### config.mk
export PLATFORM = sky130hd
export DESIGN_NAME = saai_div_stage
export DESIGN_NICKNAME = d
export VERILOG_FILES = /design/src/hw/rtl/saai_pkg.sv /design/src/hw/rtl/saai_div_stage.sv
export SDC_FILE = /design/constraint.sdc
export NUM_CORES = 1
export LEC_CHECK = 0
export ABC_AREA = 0
export BUFFER_PORTS_ARGS = -buffer_cell sky130_fd_sc_hd__buf_2
export CORE_AREA = 10 10 771 773
export CTS_CLUSTER_DIAMETER = 40
export DETAILED_ROUTE_END_ITERATION = 6
export DIE_AREA = 0 0 781 783
export SLEW_MARGIN = 20
export SYNTH_ARGS = -nofsm -noshare
export SYNTH_HDL_FRONTEND = slang
export SYNTH_SLANG_ARGS = --single-unit
### constraint.sdc
create_clock -name clk -period 7.3 [get_ports clk]
set_clock_uncertainty 0.1 [all_clocks]
set_input_delay 0 -clock clk [delete_from_list [all_inputs] [get_ports clk]]
set_output_delay 0 -clock clk [all_outputs]
set_load 0.005 [all_outputs]
### src/hw/rtl/saai_pkg.sv
`default_nettype none
package saai_pkg;

  // Field and datapath widths
  localparam int unsigned CW     = 32;  // coordinate, signed Q16.16
  localparam int unsigned DW     = 33;  // extent / plane offset
  localparam int unsigned EW     = 17;  // parallel threshold
  localparam int unsigned TW     = 17;  // t, unsigned Q1.16
  localparam int unsigned TFRAC  = 16;
  localparam int unsigned RW     = DW + TW;  // divider remainder, product
  localparam int unsigned PW     = RW - TFRAC; // rounded offset along an axis
  localparam int unsigned XW     = PW + 2;     // point coordinate for compare
  localparam int unsigned NAXIS  = 3;
  localparam int unsigned NFACE  = 6;
  localparam int unsigned DIV_STAGES = TW;
  localparam logic [EW-1:0] EPS_RESET = EW'(66);

  typedef struct packed {
    logic signed [CW-1:0] seg_start_x;
    logic signed [CW-1:0] seg_start_y;
    logic signed [CW-1:0] seg_start_z;
    logic signed [CW-1:0] seg_end_x;
    logic signed [CW-1:0] seg_end_y;
    logic signed [CW-1:0] seg_end_z;
    logic signed [CW-1:0] box_min_x;
    logic signed [CW-1:0] box_min_y;
    logic signed [CW-1:0] box_min_z;
    logic signed [CW-1:0] box_max_x;
    logic signed [CW-1:0] box_max_y;
    logic signed [CW-1:0] box_max_z;
  } in_item_t;

  typedef struct packed {
    logic          hit;
    logic [TW-1:0] hit_t;
    logic [2:0]    hit_face;
  } out_item_t;

  // Per-item geometry carried down the pipe
  typedef struct packed {
    logic [NAXIS-1:0][CW-1:0] s;
    logic [NAXIS-1:0][CW-1:0] lo;
    logic [NAXIS-1:0][CW-1:0] hi;
    logic [NAXIS-1:0][DW-1:0] d;
  } geom_t;

  // One face lane of the long divider
  typedef struct packed {
    logic          cand;
    logic [DW-1:0] ad;
    logic [RW-1:0] rem;
    logic [TW-1:0] q;
  } lane_t;

  typedef struct packed {
    geom_t                  g;
    lane_t [NFACE-1:0]      l;
  } div_item_t;

  typedef struct packed {
    logic          cand;
    logic [TW-1:0] tq;
    logic [RW-1:0] m1;
    logic [RW-1:0] m2;
  } prod_t;

  typedef struct packed {
    geom_t             g;
    prod_t [NFACE-1:0] p;
  } mul_item_t;

  typedef struct packed {
    logic          ok;
    logic [TW-1:0] tq;
  } cand_t;

  typedef struct packed {
    cand_t [NFACE-1:0] c;
  } cmp_item_t;

  // Magnitude of a signed extent
  function automatic logic [DW-1:0] mag33(input logic [DW-1:0] v);
    mag33 = v[DW-1] ? (~v + DW'(1)) : v;
  endfunction

endpackage
`default_nettype wire

### src/hw/rtl/saai_div_stage.sv
`default_nettype none
module saai_div_stage
  import saai_pkg::*;
#(
  parameter int unsigned BIT = 0
) (
  input  wire logic clk,
  input  wire logic rst_n,
  input  wire logic adv,
  input  wire logic in_valid,
  input  wire div_item_t in_data,
  output logic      valid_r,
  output div_item_t data_r
);

  div_item_t nxt;

  // One quotient bit per lane: compare against the shifted divisor
  always_comb begin
    logic [RW-1:0] trial;
    nxt = in_data;
    for (int f = 0; f < NFACE; f++) begin
      trial = RW'(in_data.l[f].ad) << BIT;
      if (in_data.l[f].rem >= trial) begin
        nxt.l[f].rem    = in_data.l[f].rem - trial;
        nxt.l[f].q[BIT] = 1'b1;
      end
    end
  end

  always_ff @(posedge clk) begin
    if (!rst_n) begin
      valid_r <= 1'b0;
    end else if (adv) begin
      valid_r <= in_valid;
    end
  end

  always_ff @(posedge clk) begin
    if (adv) begin
      data_r <= nxt;
    end
  end

endmodule
`default_nettype wire

==> run summary <==
synthesized area: 46100 um^2
Post-synth ARST share: 0
fin crit period: 5.37 ns
Die W: 781 um
crit path launch: in_data[499]
number of fill cells in the layout: 64600
Root Driver: clkbuf_16
slew of the pin with the lowest slew margin: 1.20 ns
Post-DP Area: 65600 um^2
Slew HR: 0.189
fin nets: 9049
DRC Markers: 0
post-synthesis cell count: 3576
grt total ovfl: 0
max cap viols: 0
Ports: 1991
Initial Utilization: 0.0795
reg2reg end: valid_r
Die H: 783 um
largest net degree at the start of global routing: 164
status: finished clean
Worst-Skew Late Latency: 0.86 ns
CTS tree: yes
initial antenna violation count: 528
Reg2Reg Depth: 3
final period utilization: 0.736
Critical Path RT: 7.83 ns
routed vias/inst: 3.31
Routed wire per std cell: 31.0 um
PwrDens: 251 nW/um^2
syn avg cell area: 12.9 um^2
Critical Path Start Type: input port
Post-DP HPWL: 429000 um
area of the multi-input gates: 14900 um^2
register bit total from synthesis: 994
Fin. Hold Viols: 0
Setup CP Type: in -> reg
WL final: 497000 um
PostCTS Resize Cnt: 0
met2 Usage GRT: 0.230
GRT Max-Usage Layer: met2
drt pass-1 iters: 6
unrepaired setup endpoints after global routing: false
Slew Viols, Final: 0
clk buf depth: 4
register area: 29800 um^2
Hold Crit Endpoint: data_r[311]
most frequent cells in the layout: 2101 x dlygate4sd3_1, 1989 x buf_2, 993 x edfxtp_1, 277 x a21oi_1, 266 x clkbuf_16
RePlAce Congestion: 1.05
area grow syn2layout: 109%
CP Capture Type: flip-flop
share of layout cells above drive strength 1: 0.314
ys flop type: edfxtp_1
Net Count, Synth: 4777
VDD IR max: 0.185 mV
Post-synth EDFFs: 993
WP data arrival: 5.91 ns
R2R setup slack: 6.05 ns
Total GRT Usage: 0.155
Core ar.: 579000 um^2
number of buffers created by CTS: 265
vias in the first global route: 52200
Die ar.: 612000 um^2
Seq/Total Area, Yosys: 0.648
global-route wire length before repair: 610000 um
met3 Usage GRT: 0.0784
min-delay src: in_data[311]
via count: 52900
most common cell after layout, fill and taps aside: dlygate4sd3_1
Crit Path Max Fanout: 10
Setup TNS Final: 0 ns
Yosys Warn Count: 0
Fmax achieved: 186 MHz
Iter 0 DRT Violations: 5428
final setup fails: 0
final instance area: 96200 um^2
Unique masters post-synth: 86
Tightest Hold Check Type: in -> reg
Row Count: 280
Sink Count: 994
DRT antenna net count: 0
reg2reg start: valid_r
WHS Path Cells: 2
IO buf count: 1990
static leakage: 0.0382 uW
met1 Use GR: 0.191
clk slew on worst S/H paths: 0.05 ns
H-tree levels: 5
==> cell usage after synthesis, drive strengths merged (9+ instances only) <==
cell	instances	area share
nor2	222	0.018
o21ai	197	0.021
nand2	253	0.021
buf	18	0.0018
a21o	115	0.019
a211oi	28	0.0048
nor3b	12	0.0022
o31ai	17	0.0031
or4	14	0.0024
nor3	64	0.0071
nand4	62	0.0084
nand3	56	0.0061
or3	22	0.0030
o211ai	12	0.0020
edfxtp	993	0.65
ha	198	0.054
or2	14	0.0019
clkbuf	97	0.0079
nand2b	36	0.0049
nor4	37	0.0056
o21bai	28	0.0046
nor2b	25	0.0034
a31oi	24	0.0033
a21oi	279	0.030
inv	250	0.020
a21boi	9	0.0015
mux2	30	0.0073
o21a	27	0.0044
and2	11	0.0015
a2111oi	9	0.0017
xnor2	158	0.030
and3	28	0.0038
xor2	117	0.022
==> metal layers <==
layer,vias up,share of wire
li1,22300,-
met1,25800,0.41
met2,3578,0.41
met3,1097,0.13
met4,240,0.045
met5,-,0.0031
==> cell families (layout without fill, tap and decap cells) <==
group | Yosys count | after routing | share of synthesized area
AOI/OAI and AO/OA | 822 | 822 | 0.111
xor gates and xnor gates | 275 | 275 | 0.0523
other | 0 | 203 | 0
muxes | 33 | 33 | 0.00799
DFF | 994 | 994 | 0.648
adders and majority gates | 204 | 204 | 0.0564
and+or+nand+nor | 883 | 883 | 0.0942
buffers and inverters | 365 | 4847 | 0.0301
==> worst max-delay path: stages <==
cell and delay [ns]:
dlygate4sd3_1 0.77, buf_2 0.19, inv_1 0.08, ha_1 0.47
and4_1 0.26, buf_4 0.28, nand4_1 0.16, or4_4 0.66
o31ai_4 0.57, nor3_1 0.11, o21a_1 0.16, nor2_4 0.70
nand4_1 0.38, nor4_1 0.34, xor2_1 0.12, dlygate4sd3_1 0.57
==> final cells by class <==
class / count / area share
Inverter: 250 / 0.00976
Antenna cell: 203 / 0.00528
Multi-Input combinational cell: 2217 / 0.155
Clock inverter: 183 / 0.0234
Clock buffer: 294 / 0.0703
Sequential cell: 994 / 0.310
Tap cell: 7755 / 0.101
Timing Repair Buffer: 4120 / 0.325
==> state kept, by name, indices dropped and copies added (netlist names) <==
register and count:
data_r 993, valid_r 1
==> worst max-delay path by stage <==
stage,end,cells past startpoint
global route,data_r[466],16
detailed placement,data_r[466],14
finish,data_r[466],16
global placement,data_r[466],14
CTS,data_r[466],16
floorplan,data_r[368],14
==> metrics by stage <==
step / hold slack [ns] / setup WS [ns] / instances / util / total power [uW]
2_1_floorplan: -0.00113 / 4.03 / 3576 / - / 8310
3_3_place_gp: 0.0770 / 2.25 / 13200 / 0.113 / 10800
3_5_place_dp: 0.0785 / 2.22 / 13200 / 0.113 / 10800
4_1_cts: 0.00103 / 1.84 / 15800 / 0.165 / 24500
5_1_grt: 0.0145 / 1.70 / 15900 / 0.165 / 25000
6_report: 0.0227 / 1.93 / 16000 / 0.166 / 24100
==> where the power goes <==
group / switching (uW) / internal (uW) / total (uW)
sequential: 361 / 6980 / 7340
clock: 4410 / 7660 / 12100
combinational: 2720 / 1990 / 4710
total: 7500 / 16600 / 24100
==> timing repair <==
action | 4_1_cts | 5_1_grt
hold buffers | 2101 | 0
buffers inserted | 0 | 0
endpoints found under the hold margin | 1339 | 0
Note: power is estimated with default switching activity, not from simulation.
