<file path="config.mk">
export PLATFORM = sky130hd
export DESIGN_NAME = saai_prep
export DESIGN_NICKNAME = d
export VERILOG_FILES = /design/src/hw/rtl/saai_pkg.sv /design/src/hw/rtl/saai_prep.sv
export SDC_FILE = /design/constraint.sdc
export NUM_CORES = 2
export LEC_CHECK = 0
export BUFFER_PORTS_ARGS = -buffer_cell sky130_fd_sc_hd__buf_2
export CORE_AREA = 2 2 541 543
export DETAILED_ROUTE_END_ITERATION = 6
export DIE_AREA = 0 0 543 545
export GPL_ROUTABILITY_DRIVEN = 0
export GPL_TIMING_DRIVEN = 0
export PLACE_DENSITY = 0.45
export SYNTH_ARGS = -nofsm -noshare
export SYNTH_HDL_FRONTEND = slang
export SYNTH_SLANG_ARGS = --single-unit
</file>
<file path="constraint.sdc">
create_clock -name clk -period 10.9 [get_ports clk]
set_clock_uncertainty 0.15 [all_clocks]
set_input_delay 2.18 -clock clk [delete_from_list [all_inputs] [get_ports clk]]
set_output_delay 2.18 -clock clk [all_outputs]
set_load 0.01 [all_outputs]
</file>
<file path="src/hw/rtl/saai_pkg.sv">
`default_nettype none
package saai_pkg;

  // Field and datapath widths
  localparam int unsigned CW     = 32;  // coordinate, signed Q16.16
  localparam int unsigned DW     = 33;  // extent / plane offset
  localparam int unsigned EW     = 17;  // parallel threshold
  localparam int unsigned TW     = 17;  // t, unsigned Q1.16
  localparam int unsigned TFRAC  = 16;
  localparam int unsigned RW     = DW + TW;  // divider remainder, product
  localparam int unsigned PW     = RW - TFRAC; // rounded offset along an axis
  localparam int unsigned XW     = PW + 2;     // point coordinate for compare
  localparam int unsigned NAXIS  = 3;
  localparam int unsigned NFACE  = 6;
  localparam int unsigned DIV_STAGES = TW;
  localparam logic [EW-1:0] EPS_RESET = EW'(66);

  typedef struct packed {
    logic signed [CW-1:0] seg_start_x;
    logic signed [CW-1:0] seg_start_y;
    logic signed [CW-1:0] seg_start_z;
    logic signed [CW-1:0] seg_end_x;
    logic signed [CW-1:0] seg_end_y;
    logic signed [CW-1:0] seg_end_z;
    logic signed [CW-1:0] box_min_x;
    logic signed [CW-1:0] box_min_y;
    logic signed [CW-1:0] box_min_z;
    logic signed [CW-1:0] box_max_x;
    logic signed [CW-1:0] box_max_y;
    logic signed [CW-1:0] box_max_z;
  } in_item_t;

  typedef struct packed {
    logic          hit;
    logic [TW-1:0] hit_t;
    logic [2:0]    hit_face;
  } out_item_t;

  // Per-item geometry carried down the pipe
  typedef struct packed {
    logic [NAXIS-1:0][CW-1:0] s;
    logic [NAXIS-1:0][CW-1:0] lo;
    logic [NAXIS-1:0][CW-1:0] hi;
    logic [NAXIS-1:0][DW-1:0] d;
  } geom_t;

  // One face lane of the long divider
  typedef struct packed {
    logic          cand;
    logic [DW-1:0] ad;
    logic [RW-1:0] rem;
    logic [TW-1:0] q;
  } lane_t;

  typedef struct packed {
    geom_t                  g;
    lane_t [NFACE-1:0]      l;
  } div_item_t;

  typedef struct packed {
    logic          cand;
    logic [TW-1:0] tq;
    logic [RW-1:0] m1;
    logic [RW-1:0] m2;
  } prod_t;

  typedef struct packed {
    geom_t             g;
    prod_t [NFACE-1:0] p;
  } mul_item_t;

  typedef struct packed {
    logic          ok;
    logic [TW-1:0] tq;
  } cand_t;

  typedef struct packed {
    cand_t [NFACE-1:0] c;
  } cmp_item_t;

  // Magnitude of a signed extent
  function automatic logic [DW-1:0] mag33(input logic [DW-1:0] v);
    mag33 = v[DW-1] ? (~v + DW'(1)) : v;
  endfunction

endpackage
`default_nettype wire

</file>
<file path="src/hw/rtl/saai_prep.sv">
`default_nettype none
module saai_prep
  import saai_pkg::*;
(
  input  wire logic          clk,
  input  wire logic          rst_n,
  input  wire logic          adv,
  input  wire logic          in_valid,
  input  wire in_item_t      in_item,
  input  wire logic [EW-1:0] eps,
  output logic               valid_r,
  output div_item_t          data_r
);

  div_item_t nxt;

  // Extents, plane offsets and divider setup for all six faces
  always_comb begin
    logic [NAXIS-1:0][CW-1:0] e;
    logic [CW-1:0] plane;
    logic [DW-1:0] num;
    logic [DW-1:0] an;
    logic [DW-1:0] ad;
    nxt = '0;
    nxt.g.s  = {in_item.seg_start_z, in_item.seg_start_y, in_item.seg_start_x};
    e        = {in_item.seg_end_z, in_item.seg_end_y, in_item.seg_end_x};
    nxt.g.lo = {in_item.box_min_z, in_item.box_min_y, in_item.box_min_x};
    nxt.g.hi = {in_item.box_max_z, in_item.box_max_y, in_item.box_max_x};
    for (int a = 0; a < NAXIS; a++) begin
      nxt.g.d[a] = {e[a][CW-1], e[a]} - {nxt.g.s[a][CW-1], nxt.g.s[a]};
    end
    for (int f = 0; f < NFACE; f++) begin
      plane = f[0] ? nxt.g.hi[f >> 1] : nxt.g.lo[f >> 1];
      num   = {plane[CW-1], plane} - {nxt.g.s[f >> 1][CW-1], nxt.g.s[f >> 1]};
      ad    = mag33(nxt.g.d[f >> 1]);
      an    = mag33(num);
      nxt.l[f].cand = (ad > DW'(eps)) &&
                      ((num == '0) || (num[DW-1] == nxt.g.d[f >> 1][DW-1])) &&
                      (an <= ad);
      nxt.l[f].ad   = ad;
      // an * 2^16 + ad / 2, rounding half up
      nxt.l[f].rem  = {1'b0, an, {TFRAC{1'b0}}} + RW'(ad[DW-1:1]);
      nxt.l[f].q    = '0;
    end
  end

  always_ff @(posedge clk) begin
    if (!rst_n) begin
      valid_r <= 1'b0;
    end else if (adv) begin
      valid_r <= in_valid;
    end
  end

  always_ff @(posedge clk) begin
    if (adv) begin
      data_r <= nxt;
    end
  end

endmodule
`default_nettype wire

</file>
==> reports/summary.txt <==
status = finished, violations left
failing checks = design-rule violations, max-capacitance violations, max-slew violations
Worst-path clk slew = 60 ps
via count = 58120
reg2reg start = valid_r
Tot GR Track Use = 19.97%
Setup CP Type = in2reg
sequential cell area fraction in the yosys report = 34.32%
final setup vio count = 0
Post-Layout Cell Count = 11970
WP data arrival = 10970 ps
flop-to-flop setup slack = 10150 ps
prevailing post-synth register cell = edfxtp_1
Synth area leader = edfxtp_1
EDFF count, synth = 693
Sink Count = 694
CP max stage cell = xnor2_1
fmax = 0.09440 GHz
Hold WS = 389.3 ps
Critical Path RT = 11270 ps
worst skew pair latency = 820 ps
Synth top area share = 34.29%
1st-iter DRT viols = 5460
Netlist Area Pre-Place = 60700 um^2
Hold Vio Cnt, Final = 0
Setup TNS = 0 ps
Worst setup EP type = register
row count = 198
vias in the first global route = 53590
post-placement cell count = 11790
Layout Utilization = 26.14%
crit path to = data_r[569]
first-pass GRT wire length = 418500 um
core area = 290100 um^2
H-tree levels = 3
register bit total from synthesis = 694
number of buffers inserted by hold repair at cts = 0
Multi-input gate area = 36000 um^2
Clock Path Buffers = 4
Pins Over Slew Limit = 12
top cells by area, synth = edfxtp_1 34%, ha_1 13%, xnor2_1 5.9%
Max stage delay on crit path = 1200 ps
post-CTS sizing = 0
flip-flop and latch area = 20830 um^2
leakage = 32.60 nW
CTS tree = built
initial core utilization = 20.92%
vias per cell = 4.854
Reg2Reg Capture Point = valid_r
largest net degree at the start of global routing = 119
relative slew slack = -2.349%
number of antenna violations at the first check in global routing = 64
Worst VDD drop = 0.1110 mV
measured slew at the worst slew-check pin = 1524 ps
Num CTS Buffers = 95
Max Cap Viol = 2
Ports = 1399
syn avg cell area = 9.368 um^2
Setup crit start kind = input port
Area growth syn-to-layout = 24.92%
global route overflow = 0
# fillers = 31080
Critical Path Start = in_item[297]
die area = 295900 um^2
Root Buffer = clkbuf_16
final wirelength = 313100 um
DRC violations left = 9
Synth cell types = 110
1st-pass router iterations = 7
Die Ht = 545 um
Final #Nets = 9013
unrepaired setup endpoints after global routing = false
total power = 16.14 mW
R2R depth = 2
Ys Warns = 0
overall die width = 543 um
antenna-violating nets left = 0
dpl hpwl = 268100 um
minimum clock period = 10590 ps
DR WL/cell = 26.15 um
number of port buffers = 1296
Crit Path Max Fanout = 9
power per cell area = 212.8 nW/um^2
Post-CTS Setup Inserts = 0
Async SR Flop Fraction = 0%
worst min-delay path class = reg2reg
final period utilization = 97.19%
layout cells sized above 1 = 23.54%
post-synthesis cell count = 6479
## flip-flops by register name (all words and copies together), names as in the netlist
register  count
data_r      693
valid_r       1
## area by class of cell
class | instances | area share [%]
multi-input combinational | 5027 | 47.49
sequential | 694 | 27.47
timing repair buffer | 1305 | 8.817
tap | 3900 | 6.436
buffer | 471 | 3.843
clock buffer | 103 | 3.175
inverter | 394 | 1.950
clock inverter | 63 | 0.7723
antenna | 15 | 0.04950
## routing by layer
layer | vias up | GRT usage [%] | share of wire [%]
met5 | - | 0 | 0.055
met4 | 26 | 8.030 | 4.5
met3 | 485 | 3.411 | 7.0
met1 | 28060 | 26.20 | 43
li1 | 26850 | - | -
met2 | 2701 | 32.36 | 45
## cells in the mapped netlist, types with 18 or more instances
master     instances
a2111oi_0         24
a211o_1           24
a211oi_1          72
a21boi_0          24
a21o_1           254
a21oi_1          442
a311oi_1          18
a31oi_1           87
a41oi_1           19
and2_1            73
and3_1            67
and4_1            31
buf_4            300
clkbuf_1         148
edfxtp_1         693
ha_1             611
inv_1            391
mux2i_1           18
nand2_1          364
nand2b_1          86
nand3_1          162
nand3b_1          19
nand4_1          100
nor2_1           412
nor2b_1           79
nor3_1           126
nor4_1            68
o211ai_1          57
o21a_1            96
o21ai_0          299
o21bai_1          50
o22ai_1           23
o31a_1            31
o31ai_1           46
o41ai_1           22
or2_2             41
or3_1             62
or4_1             22
xnor2_1          409
xor2_1           245
## how the worst min path moves through the flow
| stage | start | to | slack, ps | depth (start not counted) |
|---|---|---|---|---|
| detailed placement | valid_r | valid_r | 380 | 2 |
| CTS | valid_r | valid_r | 390 | 2 |
| floorplan | valid_r | valid_r | 390 | 2 |
| global placement | valid_r | valid_r | 360 | 2 |
| global route | valid_r | valid_r | 420 | 2 |
| finish | valid_r | valid_r | 390 | 2 |
## logic make-up after synthesis
logic type	synth area share (%)
compound gates	19.97
xor+xnor	9.491
fa+ha+maj	13.08
buf+inv	7.225
flops	34.32
mux	0.4267
other cells	0.006178
simple gates	15.48
## power by group
part	total (mW)	leakage, nW	switching (mW)	internal, mW
combinational	8.90	24.4	5.77	3.13
clock	3.13	1.46	1.34	1.79
sequential	4.11	6.79	0.347	3.77
## metrics by stage
step	area, um^2	setup WS (ps)
6_report	75820	306.2
5_1_grt	75790	8.370
4_1_cts	75710	61.16
3_5_place_dp	72720	-786.7
3_3_place_gp	72460	-4803
2_1_floorplan	61100	2509
## worst max-delay path: cells and delay by family
family                     cells  cell delay [ps]
xor gates and xnor gates       3             1940
buffers and inverters          5             1050
and+or+nand+nor                6             1110
adders and majority gates      2              720
AOI/OAI and AO/OA             10             3940
## cell usage in the layout, fill, tap and decap left out, types with 239 or more instances in the layout
cell type	instances
xor2_1	239
a21o_1	254
buf_4	301
inv_1	391
ha_1	611
xnor2_1	404
nor2_1	412
a21oi_1	441
edfxtp_1	693
nand2_1	364
buf_2	1306
o21ai_0	299
Note: power is estimated with default switching activity, not from simulation.
