--- src/hw/rtl/saai_pkg.sv ---
`default_nettype none
package saai_pkg;

  // Field and datapath widths
  localparam int unsigned CW     = 32;  // coordinate, signed Q16.16
  localparam int unsigned DW     = 33;  // extent / plane offset
  localparam int unsigned EW     = 17;  // parallel threshold
  localparam int unsigned TW     = 17;  // t, unsigned Q1.16
  localparam int unsigned TFRAC  = 16;
  localparam int unsigned RW     = DW + TW;  // divider remainder, product
  localparam int unsigned PW     = RW - TFRAC; // rounded offset along an axis
  localparam int unsigned XW     = PW + 2;     // point coordinate for compare
  localparam int unsigned NAXIS  = 3;
  localparam int unsigned NFACE  = 6;
  localparam int unsigned DIV_STAGES = TW;
  localparam logic [EW-1:0] EPS_RESET = EW'(66);

  typedef struct packed {
    logic signed [CW-1:0] seg_start_x;
    logic signed [CW-1:0] seg_start_y;
    logic signed [CW-1:0] seg_start_z;
    logic signed [CW-1:0] seg_end_x;
    logic signed [CW-1:0] seg_end_y;
    logic signed [CW-1:0] seg_end_z;
    logic signed [CW-1:0] box_min_x;
    logic signed [CW-1:0] box_min_y;
    logic signed [CW-1:0] box_min_z;
    logic signed [CW-1:0] box_max_x;
    logic signed [CW-1:0] box_max_y;
    logic signed [CW-1:0] box_max_z;
  } in_item_t;

  typedef struct packed {
    logic          hit;
    logic [TW-1:0] hit_t;
    logic [2:0]    hit_face;
  } out_item_t;

  // Per-item geometry carried down the pipe
  typedef struct packed {
    logic [NAXIS-1:0][CW-1:0] s;
    logic [NAXIS-1:0][CW-1:0] lo;
    logic [NAXIS-1:0][CW-1:0] hi;
    logic [NAXIS-1:0][DW-1:0] d;
  } geom_t;

  // One face lane of the long divider
  typedef struct packed {
    logic          cand;
    logic [DW-1:0] ad;
    logic [RW-1:0] rem;
    logic [TW-1:0] q;
  } lane_t;

  typedef struct packed {
    geom_t                  g;
    lane_t [NFACE-1:0]      l;
  } div_item_t;

  typedef struct packed {
    logic          cand;
    logic [TW-1:0] tq;
    logic [RW-1:0] m1;
    logic [RW-1:0] m2;
  } prod_t;

  typedef struct packed {
    geom_t             g;
    prod_t [NFACE-1:0] p;
  } mul_item_t;

  typedef struct packed {
    logic          ok;
    logic [TW-1:0] tq;
  } cand_t;

  typedef struct packed {
    cand_t [NFACE-1:0] c;
  } cmp_item_t;

  // Magnitude of a signed extent
  function automatic logic [DW-1:0] mag33(input logic [DW-1:0] v);
    mag33 = v[DW-1] ? (~v + DW'(1)) : v;
  endfunction

endpackage
`default_nettype wire

--- src/hw/rtl/saai_select.sv ---
`default_nettype none
module saai_select
  import saai_pkg::*;
(
  input  wire logic      clk,
  input  wire logic      rst_n,
  input  wire logic      adv,
  input  wire logic      in_valid,
  input  wire cmp_item_t in_data,
  output logic           valid_r,
  output out_item_t      data_r
);

  out_item_t nxt;

  // Smallest t wins; strict compare keeps the lower face on a tie
  always_comb begin
    nxt = '0;
    for (int f = 0; f < NFACE; f++) begin
      if (in_data.c[f].ok && (!nxt.hit || (in_data.c[f].tq < nxt.hit_t))) begin
        nxt.hit      = 1'b1;
        nxt.hit_t    = in_data.c[f].tq;
        nxt.hit_face = 3'(f);
      end
    end
  end

  always_ff @(posedge clk) begin
    if (!rst_n) begin
      valid_r <= 1'b0;
    end else if (adv) begin
      valid_r <= in_valid;
    end
  end

  always_ff @(posedge clk) begin
    if (adv) begin
      data_r <= nxt;
    end
  end

endmodule
`default_nettype wire
--- config.mk ---
export PLATFORM = sky130hd
export DESIGN_NAME = saai_select
export DESIGN_NICKNAME = d
export VERILOG_FILES = /design/src/hw/rtl/saai_pkg.sv /design/src/hw/rtl/saai_select.sv
export SDC_FILE = /design/constraint.sdc
export NUM_CORES = 1
export LEC_CHECK = 0
export BUFFER_PORTS_ARGS = -buffer_cell sky130_fd_sc_hd__buf_2
export CELL_PAD_IN_SITES_DETAIL_PLACEMENT = 0
export CELL_PAD_IN_SITES_GLOBAL_PLACEMENT = 1
export CORE_UTILIZATION = 35
export CTS_CLUSTER_SIZE = 25
export DETAILED_ROUTE_END_ITERATION = 8
export GPL_TIMING_DRIVEN = 0
export HOLD_SLACK_MARGIN = 0.15
export PLACE_DENSITY_LB_ADDON = 0.2
export SETUP_SLACK_MARGIN = 0.4
export SLEW_MARGIN = 0
export SYNTH_ARGS = -nofsm -noshare
export SYNTH_HDL_FRONTEND = slang
export SYNTH_SLANG_ARGS = --single-unit
export TNS_END_PERCENT = 1
--- constraint.sdc ---
create_clock -name clk -period 10.4 [get_ports clk]
set_input_delay 0.52 -clock clk [delete_from_list [all_inputs] [get_ports clk]]
set_output_delay 0.52 -clock clk [all_outputs]
set_load 0.03 [all_outputs]
==> results summary <==
The run finished, with violations left. The checks that failed: negative setup slack. The transition time of the tightest slew-check pin is 539 ps. The via count came out at 3,871. The total global routing overflow came out at 0.

The global-route usage over all layers came out at 19.4%. The final period demand of the worst path came out at 10,830 ps. The number of endpoints failing setup at the final stage came out at 20.

The number of cells on the worst reg-to-reg path is 2. The worst setup path is launched from an input port. The number of pins exceeding their max-slew limit in the final report is 0. Setup repair after global routing could not meet its margin everywhere. The clock reaches the later pin of the worst-skew pair after 250 ps. The footprint of the flip-flops and latches is 651 µm². The total nets after synthesis came out at 654. The vertical die dimension came out at 109 µm. The simple-gate share of the synthesized area came out at 11.4%. From synthesis to final layout, the design area changed by 43.5%.

Of the post-synthesis cell area, the part taken by muxes is 22.6%. The adder and majority cell fraction of the synthesized area came out at 24.9%. For this design the ratio of total power to cell area is 124 nW/µm². The main combinational cell family by area after synthesis is adder cells. The worst hold slack after final layout is 479 ps. After detailed routing, the total wire length is 11,300 µm. For this run, the number of standard cells in the final layout without fillers is 767. The register-to-register setup slack came out at 9820 ps. In this run the critical register-to-register path is captured at valid_r.

Data on the critical path arrives at its endpoint at 10,910 ps. The first-pass detailed-route iteration total came out at 4. The via count of the first global-routing pass was 3,904. The number of library cell types mapped by synthesis is 52. The critical path in this run is classified as in2reg. The post-synthesis instance area came out at 4020 µm².

The relative contribution of the clock network to total power came out at 12.6%. The post-route fraction of the period consumed by the critical path is 104%. The count of port buffers added during placement came out at 133. The average vias per placed instance came out at 5.05. Entering global routing, the biggest net connects 23 pins. In this run the worst path has a maximum fanout of 10. The multi-input combinational cells in the finished layout cover a total of 3440 µm². TritonCTS built the clock tree. The root buffer cell chosen for the clock tree is clkbuf_16. The clock-pin slew of the registers on the worst-case setup and hold paths is 60 ps.

The switching component of the power is 0.000290 W. Cells with a size suffix above 1 make up 43.4% of the layout. The die width is 109 µm. The area share of xor/xnor cells in the synthesized design came out at 0%. For hold timing, the worst endpoint is valid_r. The global-route wire length before repair came out at 18,000 µm.

The worst hold path belongs to the class in2reg. The category of the worst setup path capture point is a flop. The instance count along the most critical hold path came out at 2. The worst setup slack before clock tree synthesis came out at -1440 ps. Data on the critical path is required at its endpoint by 10,490 ps. The total number of clock tree sinks is 22.

The number of antenna violations at the first check in global routing came out at 0. The worst vdd rail ir drop came out at 0.0000748 V. The compound-gate portion of the synthesized area came out at 14.8%.

The number of fill cells is 1,102. The number of top-level design ports came out at 134. The synthesized area per cell came out at 8.69 µm². Counting stages on the worst path, the most repeated cell is buf_6. The hold violation count in the final report was 0.

The stage delay of the slowest cell on the critical path came out at 560 ps. The floorplan step defined a die boundary enclosing 11,900 µm². The number of CTS-inserted buffers came out at 3. The detailed-route DRC error count came out at 0. Once the floorplan was initialized, standard cells occupied 36.4% of the core. In this run the number of H-tree levels came out at 1.

In this run, flip-flops and latches consume 17.9% of the power. The setup slack of the critical path after layout is -425 ps. The residual antenna-violating net count after detailed routing came out at 0. The maximum root-to-sink buffer count came out at 2.

The hold path startpoint is rst_n. The relative contribution of combinational cells to total power is 69.5%. The final HPWL from detailed placement is 9590 µm.

Based on the critical path, the design can be clocked at up to 0.0924 GHz. The worst-case headroom to the max-slew limit is 64.1%. The number of antenna diodes in the final layout is 0.

The fraction of power spent switching nets came out at 40.7%. The number of nets at the end of the flow came out at 820. The area of the placeable core is 11,000 µm². The final estimated routing congestion in global placement is 0.856.

The total power is 0.000713 W. The internal portion of the total power is 0.000423 W. The final design instance area without fill came out at 5760 µm².

The total of flip-flops plus latches after synthesis is 22. The max-cap violation count came out at 0. The number of rows created at floorplan is 38. The gate count after technology mapping came out at 462.

The wire length per cell came out at 14.8 µm. The slowest stage of the critical path is the or4_1 cell. The Yosys warning count came out at 0. The total leakage power came out at 2.84 nW. The final worst clock skew came out at 0 ps. The placed instance count is 735. The first routing iteration left 96 violations. After detailed placement, the total cell area comes to 5170 µm². The post-synthesis sequential area ratio is 16.2%. In this run the critical register-to-register path is launched from valid_r.
[state kept, by name (all words and copies together), names as in the netlist]
| signal | flops |
|---|---|
| valid_r | 1 |
| data_r | 21 |
[power by group through the flow]
| stage | Sequential [W] | Clock, W | Combinational (W) |
|---|---|---|---|
| finish | 0.000128 | 0.0000899 | 0.000496 |
| global route | 0.000130 | 0.0000950 | 0.000543 |
| CTS | 0.000128 | 0.0000925 | 0.000488 |
| detailed placement | 0.000130 | 0 | 0.000419 |
| global placement | 0.000129 | 0 | 0.000412 |
| floorplan | 0.000169 | 0 | 0.000270 |
[how the worst max path moves through the flow]
stage,start,endpoint
6_report,in_data[17],data_r[17]
4_1_cts,in_data[17],data_r[3]
5_1_grt,in_data[17],data_r[17]
3_5_place_dp,in_data[17],data_r[17]
2_1_floorplan,in_data[17],data_r[3]
3_3_place_gp,in_data[17],data_r[17]
[synth_stat cells, drive strengths merged]
cell type  instances  area, µm²
a2111o             1       11.3
a2111oi            1       8.76
a211o              2       17.5
a211oi             4       30.0
a21boi             1       7.51
a21o               8       60.1
a21oi             31        155
a221oi             1       15.0
a22oi              2       15.0
a2bb2oi            1       8.76
a31o               1       8.76
a41o               1       10.0
and3               1       6.26
and4               1       8.76
buf                8       70.1
clkbuf             2       7.51
dfxtp              1       20.0
edfxtp            21        631
ha                80       1000
inv               87        327
mux2              33        372
mux2i             50        534
nand2             33        131
nand2b             3       18.8
nand3              4       20.0
nand4             15        100
nor2              12       45.0
nor2b              7       43.8
nor3               7       35.0
nor3b              1       7.51
nor4               2       12.5
nor4bb             1       10.0
o2111ai            1       8.76
o211ai             4       30.0
o21a               6       45.0
o21ai             16       80.1
o221ai             1       8.76
o22a               1       8.76
o22ai              2       18.8
o31a               3       26.3
o41a               1       11.3
o41ai              1       8.76
or3                2       12.5
or4                1       7.51
[metrics by stage]
stage          TNS (ps)  utilization [%]
2_1_floorplan         0                -
3_3_place_gp     -25250             46.8
3_5_place_dp     -25980             46.8
4_1_cts           -2490             51.8
5_1_grt          -18040             52.2
6_report          -6720             52.2
[metal layers]
metal	track usage, %	wire length, µm
met5	0	0
met4	3.38	127
met3	1.97	509
met2	35.2	5550
met1	24.9	5160
[cell usage in the layout, fill, tap and decap left out, drive strengths merged, types with 3 or more instances in the layout]
cell type	instances
nand4	15
clkbuf	6
mux2	33
mux2i	50
nand2	33
a21o	8
nand3	4
o211ai	4
o21a	6
o31a	3
a21oi	31
nor2	12
nor3	7
nor2b	7
edfxtp	21
a211oi	4
ha	80
nand2b	3
buf	169
inv	87
o21ai	16
[area by class of cell]
cell class	instances	share of cell area, %
multi-input cells	343	59.7
clock buffers	4	1.54
flip-flops and latches	22	11.3
repair buffers	161	15.8
well taps	140	3.04
plain buffers	10	3.04
inverters	87	5.67
[cells by family after synthesis]
group                      Yosys count
buffers and inverters               97
AOI/OAI and AO/OA                   90
and+or+nand+nor                     90
muxes                               83
adders and majority gates           80
DFF                                 22
[repair_timing]
item,in CTS,in global routing
gates resized for setup,42,6
setup endpoints to repair,20,20
pin swaps,24,3
hold buffers,0,0
buffers inserted,27,1
[worst max-delay path, delay by kind of cell]
family | cells | cell delay (ps)
AO/OA/AOI/OAI | 18 | 3830
buffers and inverters | 13 | 1850
multiplexers | 5 | 1210
adder cells (fa/ha/maj) | 5 | 1310
AND/OR/NAND/NOR | 13 | 2150
No activity file was read; power rests on OpenSTA's default activity.
